--- src/design/psd_pkg.sv ---
// shared constants and types for the point to segment distance core
`default_nettype none
package psd_pkg;
  localparam int IN_W       = 16;
  localparam int IN_DATA_W  = 6 * IN_W;
  localparam int DIST_W     = 25;
  localparam int OUT_DATA_W = 32;
  localparam int USER_W     = 3;

  localparam logic [1:0] REGION_BEFORE  = 2'd0;
  localparam logic [1:0] REGION_BETWEEN = 2'd1;
  localparam logic [1:0] REGION_BEYOND  = 2'd2;

  typedef struct packed {
    logic       degen;
    logic [1:0] region;
  } psd_tag_t;
endpackage
`default_nettype wire

--- src/design/psd_sqrt_cell.sv ---
// one digit-by-digit square root cell: one root bit per cell
`default_nettype none
module psd_sqrt_cell #(
  parameter int RW = 26
) (
  input  wire logic              clk_i,
  input  wire logic              rst_ni,
  input  wire logic              en_i,
  input  wire logic              valid_i,
  input  wire logic [RW+1:0]     rem_i,
  input  wire logic [RW-1:0]     root_i,
  input  wire logic [2*RW-1:0]   x_i,
  input  wire psd_pkg::psd_tag_t tag_i,
  output logic                   valid_o,
  output logic [RW+1:0]          rem_o,
  output logic [RW-1:0]          root_o,
  output logic [2*RW-1:0]        x_o,
  output psd_pkg::psd_tag_t      tag_o
);
  import psd_pkg::*;

  logic [RW+3:0]   r_sh, trial, r_new;
  logic            ge;
  logic            vld_q;
  logic [RW+1:0]   rem_q;
  logic [RW-1:0]   root_q;
  logic [2*RW-1:0] x_q;
  psd_tag_t        tag_q;

  assign r_sh  = {rem_i, x_i[2*RW-1:2*RW-2]};
  assign trial = {2'b00, root_i, 2'b01};
  assign ge    = r_sh >= trial;
  assign r_new = ge ? (r_sh - trial) : r_sh;

  always_ff @(posedge clk_i or negedge rst_ni) begin
    if (!rst_ni) begin
      vld_q <= 1'b0;
    end else if (en_i) begin
      vld_q <= valid_i;
    end
  end

  always_ff @(posedge clk_i) begin
    if (en_i) begin
      rem_q  <= r_new[RW+1:0];
      root_q <= {root_i[RW-2:0], ge};
      x_q    <= x_i << 2;
      tag_q  <= tag_i;
    end
  end

  assign valid_o = vld_q;
  assign rem_o   = rem_q;
  assign root_o  = root_q;
  assign x_o     = x_q;
  assign tag_o   = tag_q;
endmodule
`default_nettype wire

--- config.mk ---
export PLATFORM = sky130hd
export DESIGN_NAME = psd_sqrt_cell
export DESIGN_NICKNAME = d
export VERILOG_FILES = /design/src/design/psd_pkg.sv /design/src/design/psd_sqrt_cell.sv
export SDC_FILE = /design/constraint.sdc
export NUM_CORES = 1
export LEC_CHECK = 0
export ABC_AREA = 1
export BUFFER_PORTS_ARGS = -buffer_cell sky130_fd_sc_hd__clkbuf_2
export CAP_MARGIN = 10
export CORE_ASPECT_RATIO = 1.2
export CORE_MARGIN = 5
export CORE_UTILIZATION = 50
export DETAILED_ROUTE_END_ITERATION = 8
export HOLD_SLACK_MARGIN = 0.15
export PLACE_DENSITY = 0.81
export SLEW_MARGIN = 40
export SYNTH_ARGS = -nofsm -noshare
export SYNTH_HDL_FRONTEND = slang
export SYNTH_SLANG_ARGS = --single-unit
--- constraint.sdc ---
create_clock -name clk_i -period 1 [get_ports clk_i]
set_input_delay 0.2 -clock clk_i [delete_from_list [all_inputs] [get_ports clk_i]]
set_output_delay 0.2 -clock clk_i [all_outputs]
set_load 0.03 [all_outputs]
==> results of run 1 <==
## what timing repair did
item	4_1_cts
hold buffers	80
buffers inserted	4
endpoints found under the setup margin	137
gates cloned	2
pin swaps	8
endpoints found under the hold margin	80
gates resized for setup	255
## stage by stage
| stage | instance area (µm²) | setup slack, ns | utilization, % |
|---|---|---|---|
| after CTS | 10700 | -0.539 | 89.3 |
| after floorplan | 6330 | -0.714 | - |
| after detailed placement | 8450 | -1.02 | 70.4 |
| after global placement | 8450 | -0.998 | 70.4 |
## cells in the mapped netlist (all sizes together)
cell type	n	share of area [%]
nand2	237	15
dfrtp	1	0.41
buf	10	1.4
nand4	11	1.1
mux2	1	0.19
and3	1	0.10
o21ai	2	0.16
nand3	69	7.7
xor2	12	1.7
ha	28	5.8
nor2	37	2.7
xnor2	1	0.14
a21o	1	0.12
edfxtp	107	53
clkinv	3	0.19
a21oi	13	1.1
and2	3	0.31
conb	1	0.062
nand3b	3	0.37
nor3	1	0.082
inv	131	8.1
o21bai	1	0.12
## cell families after synthesis
family / count (synthesis)
compound gates: 17
buf+inv: 144
mux: 1
flops: 108
xor+xnor: 13
fa+ha+maj: 28
other cells: 1
simple gates: 362
==> reports/qor.log, run 1 <==
[floorplanning] starting density of the core 50.5%
[place] number of buffers added on ports 220
[synth] basic-gate share of the synthesized area counting and, or, nand and nor cells 27.5%
[run_status] Last stage 5_1_grt
[clocking] buffer cell driving the clock tree root sky130_fd_sc_hd__clkbuf_16
[floorplanning] Horiz. Die Dim 111 µm
[clocking] CTS Sinks 108
[run_status] error that ended the run [ERROR DPL-0038] Utilization greater than 100%, impossible to legalize
[floorplanning] die boundary height 131 µm
[place] placed wire-length estimate 14.5 mm
[run_status] status stopped before the end
[synth] complex-gate fraction of the synthesized area 1.49%
[synth] syn avg cell area 8.99 µm²
[floorplanning] count of standard-cell rows 44
[clocking] clock buffer depth 2
[synth] register bit count reported by yosys 108
[place] RePlAce Congestion 0.899
[sta] worst-path endpoint category register data pin
[synth] share of cell area taken by muxes after synthesis 0.186%
[synth] number of distinct library cells after synthesis 30
[clocking] H-tree depth reported by CTS 3
[clocking] TritonCTS Buffers 9
[global_route] maximum number of pins on one net before global-route repair 30
[synth] fraction of synthesized cell area in xor and xnor cells 1.88%
[synth] largest family of logic cells by synthesized area simple AND/OR/NAND/NOR gates
[synth] Post-Synth Adder-Cell Area 5.78%
[place] post-placement cell count 1154
[sta] Worst EP post-GRT repair rem_o[1]$_DFFE_PP_/D
[floorplanning] number of primary I/O pins 223
[synth] Syn. warnings 0
[synth] post-synthesis instance total 674
[synth] netlist area before placement 0.00606 mm²
[synth] share of the yosys chip area belonging to registers 53.4%
==> run 2, diff against run 1 <==
- CORE_ASPECT_RATIO: 1.2 -> unset
- CORE_UTILIZATION: 50 -> 40
- HOLD_SLACK_MARGIN: 0.15 -> unset
- PLACE_DENSITY: 0.81 -> unset
- PLACE_DENSITY_LB_ADDON: unset -> 0.15
==> reports/qor.log, run 2 <==
[run_status] status finished with violations
[run_status] violated checks negative setup slack
[place] placed wire-length estimate 14.4 mm
[clocking] H-tree depth reported by CTS 3
[floorplanning] starting density of the core 40.3%
[pwr] Switching Power 4.80 mW
[synth] Primary FF master, synth sky130_fd_sc_hd__edfxtp_1
[clocking] CTS Sinks 108
[worst_setup_path] kind of end point of the critical path flop
[sta] final clock period utilization by the worst path 154%
[synth] share of the yosys chip area belonging to registers 53.4%
[synth] top cells by area, synth sky130_fd_sc_hd__edfxtp_1 53%, sky130_fd_sc_hd__nand2_1 14%, sky130_fd_sc_hd__inv_1 7.8%
[final_layout] area growth from synthesis to layout 77.2%
[worst_setup_path] maximum cell stage delay along the critical path 0.29 ns
[synth] most numerous cell types in the synthesized netlist 229 x sky130_fd_sc_hd__nand2_1, 126 x sky130_fd_sc_hd__inv_1, 107 x sky130_fd_sc_hd__edfxtp_1
[sta] Pins Over Slew Limit 0
[synth] number of distinct library cells after synthesis 30
[sta] fin worst setup slack -0.545 ns
[detailed_routing] remaining number of nets flagged by the antenna check after routing 0
[pwr] Sw Ratio 33.1%
[clocking] clock buffer depth 2
[detailed_routing] post-detailed-routing wire length 20.6 mm
[pwr] PwrDens 1350 mW/mm²
[synth] syn avg cell area 8.99 µm²
[worst_setup_path] cell chain of the critical path buf_8 -> ha_4 -> nand2_4 -> buf_6 -> nor2_4 -> nand2_2 -> nor2_4 -> nand3_2 -> and3_4 -> clkbuf_16 -> nand3_2 -> nand2_1
[sta] post-route worst hold slack 0.00802 ns
[final_layout] final standard cell area without fillers 0.0107 mm²
[worst_setup_path] Bufs and invs on worst path 3
[place] RePlAce Congestion 0.899
[clocking] clock slew seen by the registers of the worst setup and hold paths 0.08 ns
[synth] number of enable flip-flop cells after synthesis 107
[detailed_routing] Detailed Routing Iterations Pass 1 5
[sta] maximum achievable frequency 647 MHz
[global_route] number of antenna violations at the first check in global routing 0
[detailed_routing] Vias per Instance 4.84
[pwr] cell-internal power 9.72 mW
[pwr] register share of total power 39.5%
[synth] register bit count reported by yosys 108
[pwr] combinational cell fraction of total power 36.1%
[synth] library cell with the largest summed area after synthesis sky130_fd_sc_hd__edfxtp_1
[worst_setup_path] slowest library cell on the worst path sky130_fd_sc_hd__ha_4
[place] worst slack after detailed placement -0.993 ns
[floorplanning] Total Die Area 0.0177 mm²
[worst_setup_path] Critical Path Fanout Max 5
[synth] share of async-settable or async-resettable flops after synthesis 0.926%
[worst_setup_path] startpoint types input pin
[sta] setup total negative slack -27.28 ns
[final_layout] commonest non-fill, non-tap cell in the layout sky130_fd_sc_hd__nand2_1
[floorplanning] area inside the core boundary 0.0150 mm²
[worst_hold_path] hold crit path type in -> reg
[floorplanning] count of standard-cell rows 45
[job] Max-Cap Viols 0
[pwr] Peak supply drop 0.000772 V
[clocking] TritonCTS Buffers 9
[synth] most frequent cell after synthesis sky130_fd_sc_hd__nand2_1
[final_layout] highest-count cells in the layout ignoring fill and taps 152 x sky130_fd_sc_hd__nand2_1, 107 x sky130_fd_sc_hd__edfxtp_1, 95 x sky130_fd_sc_hd__buf_4
[place] post-placement cell area 0.00842 mm²
[sta] worst-case clock skew 0 ns
[floorplanning] die boundary height 133 µm
[sta] Tmin final 1.54 ns
[worst_setup_path] endpoint required time on the critical path 1.12 ns
[worst_setup_path] Worst Path Class, Setup in -> reg
[sta] count of final setup violators 137
[global_route] global-route wire length before repair 29.4 mm
[clocking] clock latency of the later-clocked register in the worst-skew pair 0.36 ns
[pwr] clock group share of total power 24.4%
[worst_setup_path] kind of cell adding the most delay to the critical path simple AND/OR/NAND/NOR gates
[synth] post-synthesis instance total 674
[detailed_routing] Residual DRC 0
[pwr] post-layout power 14.5 mW
[detailed_routing] routed via count 5876
[final_layout] number of flip-flops under the largest register name 50
[sta] endpoints failing hold 0
[synth] proportion of netlist area held by the largest area contributor 53.0%
[global_route] global route total overflow 0
[place] post-placement cell count 1174
[synth] Syn. warnings 0
[place] number of buffers added on ports 220
[final_layout] count of placed standard cells in the final layout, fillers left out 1214
[sta] RSZ-0062 raised after global routing true
[worst_setup_path] Arrival @ worst endpoint 1.66 ns
[final_layout] share of layout cells above drive strength 1 56.1%
[final_layout] Ant. Diodes 0
[detailed_routing] Iteration-0 DRC Markers 321
[global_route] number of global-route vias before repair 5710
[floorplanning] Horiz. Die Dim 133 µm
[global_route] maximum number of pins on one net before global-route repair 39
[clocking] CTS tree done
[global_route] global routing usage summed across all routing layers 21.3%
[floorplanning] number of primary I/O pins 223
[pwr] Leak Pwr 5.13 nW
[final_layout] end-of-flow core utilization 71.4%
[clocking] buffer cell driving the clock tree root sky130_fd_sc_hd__clkbuf_16
[detailed_routing] WL/cell 17.0 µm
[final_layout] number of nets in the layout 1162
[synth] netlist area before placement 0.00606 mm²
[run 2: cell counts after synthesis]
Identical to the previous run, type by type.
[run 2: final cells by class]
| type | count | area (µm²) |
|---|---|---|
| Timing Repair Buffer | 345 | 3330 |
| Clock inverter | 6 | 61.3 |
| Clock buffer | 10 | 229 |
| Multi-Input combinational cell | 423 | 3120 |
| Inverter | 134 | 531 |
| Tap cell | 188 | 235 |
| Sequential cell | 108 | 3240 |
| Fill cell | 1069 | 4290 |
[run 2: cells by family after synthesis]
kind of cell             share of synthesized area [%]
AO/OA/AOI/OAI                                     1.49
buffers and inverters                             9.72
other                                           0.0619
flip-flops                                        53.4
adder cells (fa/ha/maj)                           5.78
XOR/XNOR                                          1.88
multiplexers                                     0.186
AND/OR/NAND/NOR                                   27.5
[run 2: worst paths after layout]
kind                                    to       start  slack [ns]  cells after the start
worst min register to register     valid_o     valid_o        0.59                      1
worst max-delay path              rem_o[8]    rem_i[8]       -0.54                     12
max in group asynchronous          valid_o      rst_ni        0.75                      2
worst min-delay path            root_o[12]  root_i[11]       0.008                      1
worst max register to register     valid_o     valid_o        0.20                      1
min in group asynchronous          valid_o      rst_ni        0.16                      2
[run 2: routing by layer]
layer / vias up / track usage, % / part of all wire, %
met5: - / 0 / 0
met1: 2720 / 24.9 / 39
li1: 2852 / - / -
met2: 256 / 37.6 / 50
met3: 48 / 5.21 / 7.3
met4: 0 / 8.57 / 3.3
[run 2: power by group through the flow]
stage          sequential, mW  clock [mW]  combinational, mW
5_1_grt                  5.78        3.76               5.56
6_report                 5.73        3.55               5.24
3_3_place_gp             5.73           0               3.81
2_1_floorplan            6.65           0               1.36
4_1_cts                  5.70        3.61               4.60
3_5_place_dp             5.73           0               3.84
[run 2: repair_timing]
action                                  CTS  global route
hold buffers                              8             3
gates resized for setup                 242           252
hold endpoints to repair                  8             3
endpoints found under the setup margin  137           137
pin swaps                                11            84
setup buffers                             2             6
gates cloned                              3             2
Note: power is estimated with default switching activity, not from simulation.
