--- src/design/psd_pkg.sv ---
// shared constants and types for the point to segment distance core
`default_nettype none
package psd_pkg;
  localparam int IN_W       = 16;
  localparam int IN_DATA_W  = 6 * IN_W;
  localparam int DIST_W     = 25;
  localparam int OUT_DATA_W = 32;
  localparam int USER_W     = 3;

  localparam logic [1:0] REGION_BEFORE  = 2'd0;
  localparam logic [1:0] REGION_BETWEEN = 2'd1;
  localparam logic [1:0] REGION_BEYOND  = 2'd2;

  typedef struct packed {
    logic       degen;
    logic [1:0] region;
  } psd_tag_t;
endpackage
`default_nettype wire

--- src/design/psd_div_cell.sv ---
// one restoring division cell: one quotient bit per cell
`default_nettype none
module psd_div_cell #(
  parameter int LW = 34,
  parameter int QW = 51
) (
  input  wire logic              clk_i,
  input  wire logic              rst_ni,
  input  wire logic              en_i,
  input  wire logic              valid_i,
  input  wire logic [LW-1:0]     rem_i,
  input  wire logic [QW-1:0]     rest_i,
  input  wire logic [LW-1:0]     div_i,
  input  wire psd_pkg::psd_tag_t tag_i,
  output logic                   valid_o,
  output logic [LW-1:0]          rem_o,
  output logic [QW-1:0]          rest_o,
  output logic [LW-1:0]          div_o,
  output psd_pkg::psd_tag_t      tag_o
);
  import psd_pkg::*;

  logic [LW:0]   r_sh, r_new;
  logic          ge;
  logic          vld_q;
  logic [LW-1:0] rem_q, div_q;
  logic [QW-1:0] rest_q;
  psd_tag_t      tag_q;

  assign r_sh  = {rem_i, rest_i[QW-1]};
  assign ge    = r_sh >= {1'b0, div_i};
  assign r_new = ge ? (r_sh - {1'b0, div_i}) : r_sh;

  always_ff @(posedge clk_i or negedge rst_ni) begin
    if (!rst_ni) begin
      vld_q <= 1'b0;
    end else if (en_i) begin
      vld_q <= valid_i;
    end
  end

  // dividend bits leave at the top, quotient bits enter at the bottom
  always_ff @(posedge clk_i) begin
    if (en_i) begin
      rem_q  <= r_new[LW-1:0];
      rest_q <= {rest_i[QW-2:0], ge};
      div_q  <= div_i;
      tag_q  <= tag_i;
    end
  end

  assign valid_o = vld_q;
  assign rem_o   = rem_q;
  assign rest_o  = rest_q;
  assign div_o   = div_q;
  assign tag_o   = tag_q;
endmodule
`default_nettype wire

--- config.mk ---
export PLATFORM = sky130hd
export DESIGN_NAME = psd_div_cell
export DESIGN_NICKNAME = d
export VERILOG_FILES = /design/src/design/psd_pkg.sv /design/src/design/psd_div_cell.sv
export SDC_FILE = /design/constraint.sdc
export NUM_CORES = 1
export LEC_CHECK = 0
export ABC_AREA = 1
export BUFFER_PORTS_ARGS = -buffer_cell sky130_fd_sc_hd__buf_2
export CORE_MARGIN = 2
export CORE_UTILIZATION = 42
export CTS_BUF_LIST = sky130_fd_sc_hd__clkbuf_16
export DETAILED_ROUTE_END_ITERATION = 16
export PLACE_DENSITY = 0.69
export SLEW_MARGIN = 15
export SYNTH_ARGS = -nofsm -noshare
export SYNTH_HDL_FRONTEND = slang
export SYNTH_SLANG_ARGS = --single-unit
--- constraint.sdc ---
create_clock -name clk_i -period 1 [get_ports clk_i]
set_input_delay 0.15 -clock clk_i [delete_from_list [all_inputs] [get_ports clk_i]]
set_output_delay 0.15 -clock clk_i [all_outputs]
set_load 0.005 [all_outputs]
==> impl_results.md, run 1 <==
* Status: finished, violations left
* Failing checks: negative setup slack
* CP Capture Type: flip-flop
* Final worst setup slack at -0.594 ns
* HPWL Detailed at 16000 microns
* Worst slew margin at 80.0%
* Crit path max fanout at 9
* Area Overhead vs Synth at 74.4%
* Syn Area/Cell at between 9 and 10 sq um
* Reg clk slew, reported paths at 0.06 ns
* Worst reg2reg startpoint: valid_o
* Number of synthesized flops with an enable pin at 122
* Post-DRT Antenna Nets at 0
* Total wire length at about 24000 microns
* Setup CP Type: input pin to flip-flop
* YS warnings at 0
* CP required at 1.17 ns
* Mapped Cells at 765
* IO Pins at 249
* Last weighted congestion value of the routability-driven placer at 0.931
* TritonCTS clock tree: done
* Drt wl/cell at ~16 microns
* Post-Syn Area at 0.00693 sq mm
* Commonest cells in the netlist: 254 x nand2_1, 129 x inv_1, 122 x edfxtp_1
* Share of cells above drive strength 1 at 49.7%
* Via Count at 6941
* Max_cap viols at 0
* Worst setup SP type: input pin
* Yosys top cell area share at between 50% and 60%
* Clk root buf: clkbuf_16
* Peak supply drop at 1030 uV
* Actual slew at the worst max-slew pin at between 0.2 and 0.3 ns
* Gr ovfl total at 0
* Die X at 132 microns
* Worst R2R End: valid_o
* Period utilisation layout at 159%
* Clk_skew at 0 ns
* HP Class: input pin to asynchronous set/reset pin
* Antenna violations before repair at 1
* Asr flop ratio synth at less than 1%
* Seq/Total Area, Yosys at a little over half
* Cell Pwr Density at 1520 mW/mm^2
* Final setup viols at about 160
* Worst R2R Path Depth at 1
* Drt via density at 4.64
* Number of global-route vias before repair at 7193
* Min Hold Slack at 0.0455 ns
* RSZ-0062 raised after global routing: yes
* FF/Latch Area at around 0.0037 sq mm
* Netlist cell types at 32
* Final Max Slew Viols at 0
* Core area at approximately 0.016 sq mm
* Starting DRT DRC Count at roughly 360
* Maximum clock frequency at 627 MHz
* CTS Buf Count at 17
* Clock Latency Late Sink at 0.41 ns
* CTS sink count at 123
* Port Buf Inserts at 248
* Initial cell density of the core at 43.3%
* Die Ht at 132 microns
* Die ar. at 0.0175 sq mm
* Largest net degree at the start of global routing at approximately 40
* Worst path arrival time at 1.76 ns
* Main synth FF type: edfxtp_1
* Count leader, synth: nand2_1
* Setup TNS Final at -27.79 ns
* DRT Pass-1 Iters at 5
* First-pass GRT wire length at 36700 microns
* Syn_nets at 926
* Fill count at 1122
* Endpoints failing hold at 0
* Leakage at 5.86 nW
* Row cnt at 46
* Multi-input gate area at around 0.0035 sq mm
* Htree depth at 4
* Flop2flop setup slack at 0.26 ns
* Synth top area cells: edfxtp_1 53%, nand2_1 14%, inv_1 7.0%
* Yosys reg bits at 123
* Post-synth top area cell: edfxtp_1
* Clock Tree Buf Depth at 2
* GRT Total Usage at 26.9%
* Drt drc at 0
* Crit path time final at 1.59 ns
* Nets at 1427
==> metal layers <==
metal  global-route usage [%]  vias to the layer above  part of all wire, %
met5                        0                        -                    0
met4                     9.02                        0                  2.3
met2                     47.4                      255                   50
li1                         -                     3459                    -
met3                     6.63                       36                  6.5
met1                     32.1                     3191                   41
==> power by group <==
group          leakage [nW]  switching [mW]  total [mW]  internal [mW]
Combinational          4.33            2.39        4.78           2.40
Clock                 0.327            2.59        7.08           4.49
Sequential             1.21           0.147        6.44           6.29
Total                  5.86            5.12        18.3           13.2
==> layout by cell type, fill, tap and decap left out, types with 3 or more instances in the layout <==
master,count
a21oi_1,18
a21oi_2,8
buf_12,10
buf_2,239
buf_4,141
buf_6,7
bufinv_16,5
clkbuf_16,17
dlygate4sd3_1,89
edfxtp_1,122
ha_4,32
inv_1,103
inv_2,25
inv_6,6
inv_8,5
nand2_1,201
nand2_2,74
nand2_4,16
nand3_1,24
nand3_2,12
nand3b_1,7
nand4_1,3
nor2_1,38
nor2_2,10
nor2_4,11
nor3_1,3
o21ai_0,5
o21ai_1,5
o21bai_1,3
xnor2_1,3
xor2_1,15
==> timing repair <==
item                                    in CTS  in global routing
hold buffers                                89                  0
hold endpoints to repair                    89                  0
resized for setup                           90                 50
setup buffers                               13                  6
endpoints found under the setup margin     158                158
gates cloned                                 1                  0
pin swaps                                   20                 10
==> worst max-delay path by stage <==
stage,start,endpoint,slack [ns]
after floorplan,div_i[20],rem_o[25],-0.73
after detailed placement,div_i[26],rem_o[29],-1.14
after global routing,div_i[8],rem_o[18],-0.68
final,div_i[8],rem_o[18],-0.59
after CTS,rem_i[21],rem_o[12],-0.53
after global placement,div_i[25],rem_o[29],-1.12
==> metrics by stage <==
stage                     worst slack [ns]  instance area, sq um  total power, mW  utilization (%)  instances
after floorplan                     -0.726                  7380             8.41                -        765
after global placement               -1.12                  9910             10.4             62.0       1354
after detailed placement             -1.14                  9910             10.5             62.0       1354
after CTS                           -0.533                 11900             18.1             74.3       1489
after global routing                -0.681                 12100             19.0             75.5       1497
final                               -0.594                 12100             18.3             75.5       1497
==> flip-flops by register name (all words and copies together), names as in the netlist <==
name / count
rest_o: 51
div_o: 34
rem_o: 34
tag_o: 3
valid_o: 1
==> worst max-delay path, stage by stage <==
cell,delay (ns)
buf_2,0.09
inv_1,0.05
ha_4,0.29
nand2_2,0.06
inv_2,0.06
nand2_2,0.07
nor2_2,0.12
nand2_1,0.07
nand3_2,0.09
nand2_2,0.07
nand2_2,0.10
nand2_4,0.07
nand2_8,0.12
inv_8,0.06
buf_12,0.15
nand2_1,0.06
nand2_1,0.07
==> area by class of cell <==
cell class / instances / share of cell area (%)
multi-input combinational: 503 / 28.6
inverter: 133 / 4.42
antenna: 2 / 0.0414
tap: 216 / 2.24
sequential: 123 / 30.5
clock inverter: 15 / 1.95
clock buffer: 17 / 3.52
timing repair buffer: 488 / 28.7
==> kinds of logic (layout without fill, tap and decap cells) <==
logic type               Yosys count  in the layout  share of synthesized area [%]
flip-flops                       123            123                           53.3
AND/OR/NAND/NOR                  407            407                           25.9
adder cells (fa/ha/maj)           35             35                           6.43
XOR/XNOR                          18             18                           2.28
AO/OA/AOI/OAI                     42             42                           3.25
multiplexers                       1              1                          0.163
buffers and inverters            139            653                           8.67
other                              0              2                              0
(Power assumes the default switching activity.)
==> run 2: changes to the inputs <==
- ABC_AREA: 1 -> 0
- CAP_MARGIN: default -> 20
- PLACE_DENSITY: 0.69 -> 0.71
==> impl_results.md, run 2 <==
* Status: finished, violations left (unchanged)
* Failing checks: negative setup slack (unchanged)
* Commonest non-fill, non-tap cell in the layout: buf_2 (unchanged)
* Fill count at 844 (was 1122)
* Actual slew at the worst max-slew pin at 0.479 ns (was 0.297 ns)
* Nets at 1144 (was 1427)
* Maximum clock frequency at 441 MHz (was 627 MHz)
* Setup CP Type: input pin to flip-flop (unchanged)
* Syn Area/Cell at 12.1 sq um (was 9.05 sq um)
* Die X at 124 microns (was 132 microns)
* DP Area at 0.00853 sq mm (was 0.00991 sq mm)
* HPWL Detailed at 13800 microns (was 16000 microns)
* CTS sink count at 123 (unchanged)
* Worst path arrival time at 2.43 ns (was 1.76 ns)
* Worst R2R Path Depth at 2 (was 1)
* Netlist cell types at 57 (was 32)
* Mapped Cells at 503 (was 765)
* DRT Pass-1 Iters at 6 (was 5)
* Crit path max fanout at 2 (was 9)
* Core area at 0.0140 sq mm (was 0.0160 sq mm)
* Endpoints failing hold at 0 (unchanged)
* Via Count at 6081 (was 6941)
* Max_cap viols at 0 (unchanged)
* Worst setup endpoint: rem_o[32] (was rem_o[18])
* Yosys reg bits at 123 (unchanged)
* Number of synthesized flops with an enable pin at 122 (unchanged)
* Worst slew margin at 67.8% (was 80.0%)
* Clock Latency Late Sink at 0.41 ns (about the same)
* Worst reg2reg startpoint: valid_o (unchanged)
* Largest net degree at the start of global routing at 51 (was 41)
* Period utilisation layout at 227% (was 159%)
* Post-Syn Area at 0.00607 sq mm (was 0.00693 sq mm)
* Main synth FF type: edfxtp_1 (unchanged)
* Drt via density at 5.16 (was 4.64)
* GRT Total Usage at 27.4% (was 26.9%)
* Peak supply drop at 1140 uV (was 1030 uV)
* Drt wl/cell at 18.3 microns (was 15.9 microns)
* Die Ht at 124 microns (was 132 microns)
* YS warnings at 0 (unchanged)
* Syn_nets at 664 (was 926)
* Initial cell density of the core at 43.4% (was 43.3%)
* Share of cells above drive strength 1 at 53.0% (was 49.7%)
* Last weighted congestion value of the routability-driven placer at 0.911 (was 0.931)
* Final setup viols at 158 (unchanged)
* Starting DRT DRC Count at 340 (was 363)
* CP required at 1.16 ns (was 1.17 ns)
* Worst Setup SP: rest_i[50] (was div_i[8])
* Row cnt at 43 (was 46)
* Htree depth at 4 (unchanged)
* Antenna violations before repair at 3 (was 1)
* Leakage at 4.81 nW (was 5.86 nW)
* Die ar. at 0.0154 sq mm (was 0.0175 sq mm)
* CTS Buf Count at 17 (unchanged)
* Drt drc at 0 (unchanged)
* Cell Pwr Density at 1620 mW/mm^2 (was 1520 mW/mm^2)
* Max reg flops at 51 (unchanged)
* Seq/Total Area, Yosys at 60.7% (was 53.3%)
* Clk_skew at 0 ns (unchanged)
* Port Buf Inserts at 248 (unchanged)
* Clk root buf: clkbuf_16 (unchanged)
* Area Overhead vs Synth at 79.4% (was 74.4%)
* TritonCTS clock tree: done (unchanged)
* Placed cells at 1026 (was 1354)
* Total wire length at 21600 microns (was 23900 microns)
* Worst setup SP type: input pin (unchanged)
* Count leader, synth: edfxtp_1 (was nand2_1)
* Final worst setup slack at -1.27 ns (was -0.594 ns)
* Layout Cells excl Fill at 1178 (was 1497)
* Synth top area cells: edfxtp_1 60%, ha_1 7.0%, o21ai_0 3.6% (was edfxtp_1 53%, nand2_1 14%, inv_1 7.0%)
* First-pass GRT wire length at 33200 microns (was 36700 microns)
* RSZ-0062 raised after global routing: yes (unchanged)
* CP Capture Type: flip-flop (unchanged)
* Final Max Slew Viols at 0 (unchanged)
* HP Class: input pin to flip-flop (was input pin to asynchronous set/reset pin)
* Number of global-route vias before repair at 6340 (was 7193)
* Asr flop ratio synth at 0.813% (unchanged)
* Yosys top cell area share at 60.3% (was 52.9%)
* Post-DRT Antenna Nets at 0 (unchanged)
* Hold path startpoint: div_i[19]
* Most frequent cells in the layout: 239 x buf_2, 132 x buf_4, 122 x edfxtp_1 (was 239 x buf_2, 201 x nand2_1, 141 x buf_4)
* Flop2flop setup slack at 0.14 ns (was 0.26 ns)
* Commonest cells in the netlist: 122 x edfxtp_1, 52 x nand2_1, 44 x o21ai_0 (was 254 x nand2_1, 129 x inv_1, 122 x edfxtp_1)
* IO Pins at 249 (unchanged)
* Total Power at 17.7 mW (was 18.3 mW)
* Gr ovfl total at 0 (unchanged)
* Crit path time final at 2.27 ns (was 1.59 ns)
* Reg clk slew, reported paths at 0.06 ns (about the same)
* Clock Tree Buf Depth at 2 (unchanged)
* Final Cell Area at 0.0109 sq mm (was 0.0121 sq mm)
* Post-synth top area cell: edfxtp_1 (unchanged)
* Worst R2R End: valid_o (unchanged)
[run 2: kinds of logic (layout without fill, tap and decap cells)]
kind of cell / Yosys count / count (layout) / synth area share [%]
simple gates: 117 / 117 / 8.78
flops: 123 / 123 / 60.7
compound gates: 131 / 131 / 13.5
mux: 5 / 5 / 0.927
buf+inv: 63 / 556 / 4.53
fa+ha+maj: 35 / 35 / 7.34
xor+xnor: 29 / 29 / 4.18
other cells: 0 / 2 / 0
[run 2: worst min-delay path by stage]
stage / endpoint / slack, ns / cells after the start
after detailed placement: valid_o / -0.07 / 1
after global placement: valid_o / -0.08 / 1
final: div_o[19] / 0.03 / 2
after global routing: div_o[19] / 0.01 / 2
after CTS: div_o[2] / 0.006 / 2
after floorplan: valid_o / -0.15 / 0
[run 2: final cells by class]
cell class | count | area [sq um] | share of cell area (%)
tap | 180 | 225 | 2.07
multi-input combinational | 317 | 2640 | 24.3
antenna | 2 | 5.00 | 0.0459
clock buffer | 17 | 425 | 3.90
sequential | 123 | 3690 | 33.9
clock inverter | 15 | 223 | 2.04
timing repair buffer | 482 | 3490 | 32.0
inverter | 42 | 195 | 1.79
[run 2: power breakdown]
group	internal [mW]	switching, mW	total [mW]
clock	4.43	2.36	6.79
combinational	2.37	2.04	4.41
sequential	6.31	0.153	6.46
[run 2: worst max-delay path: stages]
cell and delay, ns:
buf_12 0.11, inv_12 0.04, ha_4 0.12, inv_2 0.04, fa_2 0.35, a21oi_2 0.17, o211ai_1 0.14, a211oi_2 0.34
o22ai_2 0.14, o2111ai_2 0.20, a41oi_2 0.13, or3_1 0.32, a31o_1 0.18
[run 2: per-layer routing]
metal	wire [microns]	global-route usage [%]	vias to the layer above
met5	7	0	-
met4	549	8.72	2
met3	1560	7.49	45
met2	11200	48.4	280
met1	8240	32.2	2933
li1	-	-	2821
[run 2: what timing repair did]
item                       CTS  global route
setup buffers               25             7
setup endpoints to repair  158           158
gates resized for setup     62            58
hold buffers                86             0
hold endpoints to repair    86             0
pin swaps                   21            35
cloned                       4             0
[run 2: per-stage QoR]
stage	utilization (%)	setup slack (ns)	hold WS (ns)	TNS, ns
CTS	75.9	-1.27	0.00632	-50.75
finish	77.9	-1.27	0.0259	-47.17
global route	77.9	-1.39	0.0134	-53.80
floorplan	-	-1.56	-0.146	-43.29
detailed placement	61.0	-1.89	-0.0721	-56.58
global placement	61.0	-1.81	-0.0754	-55.76
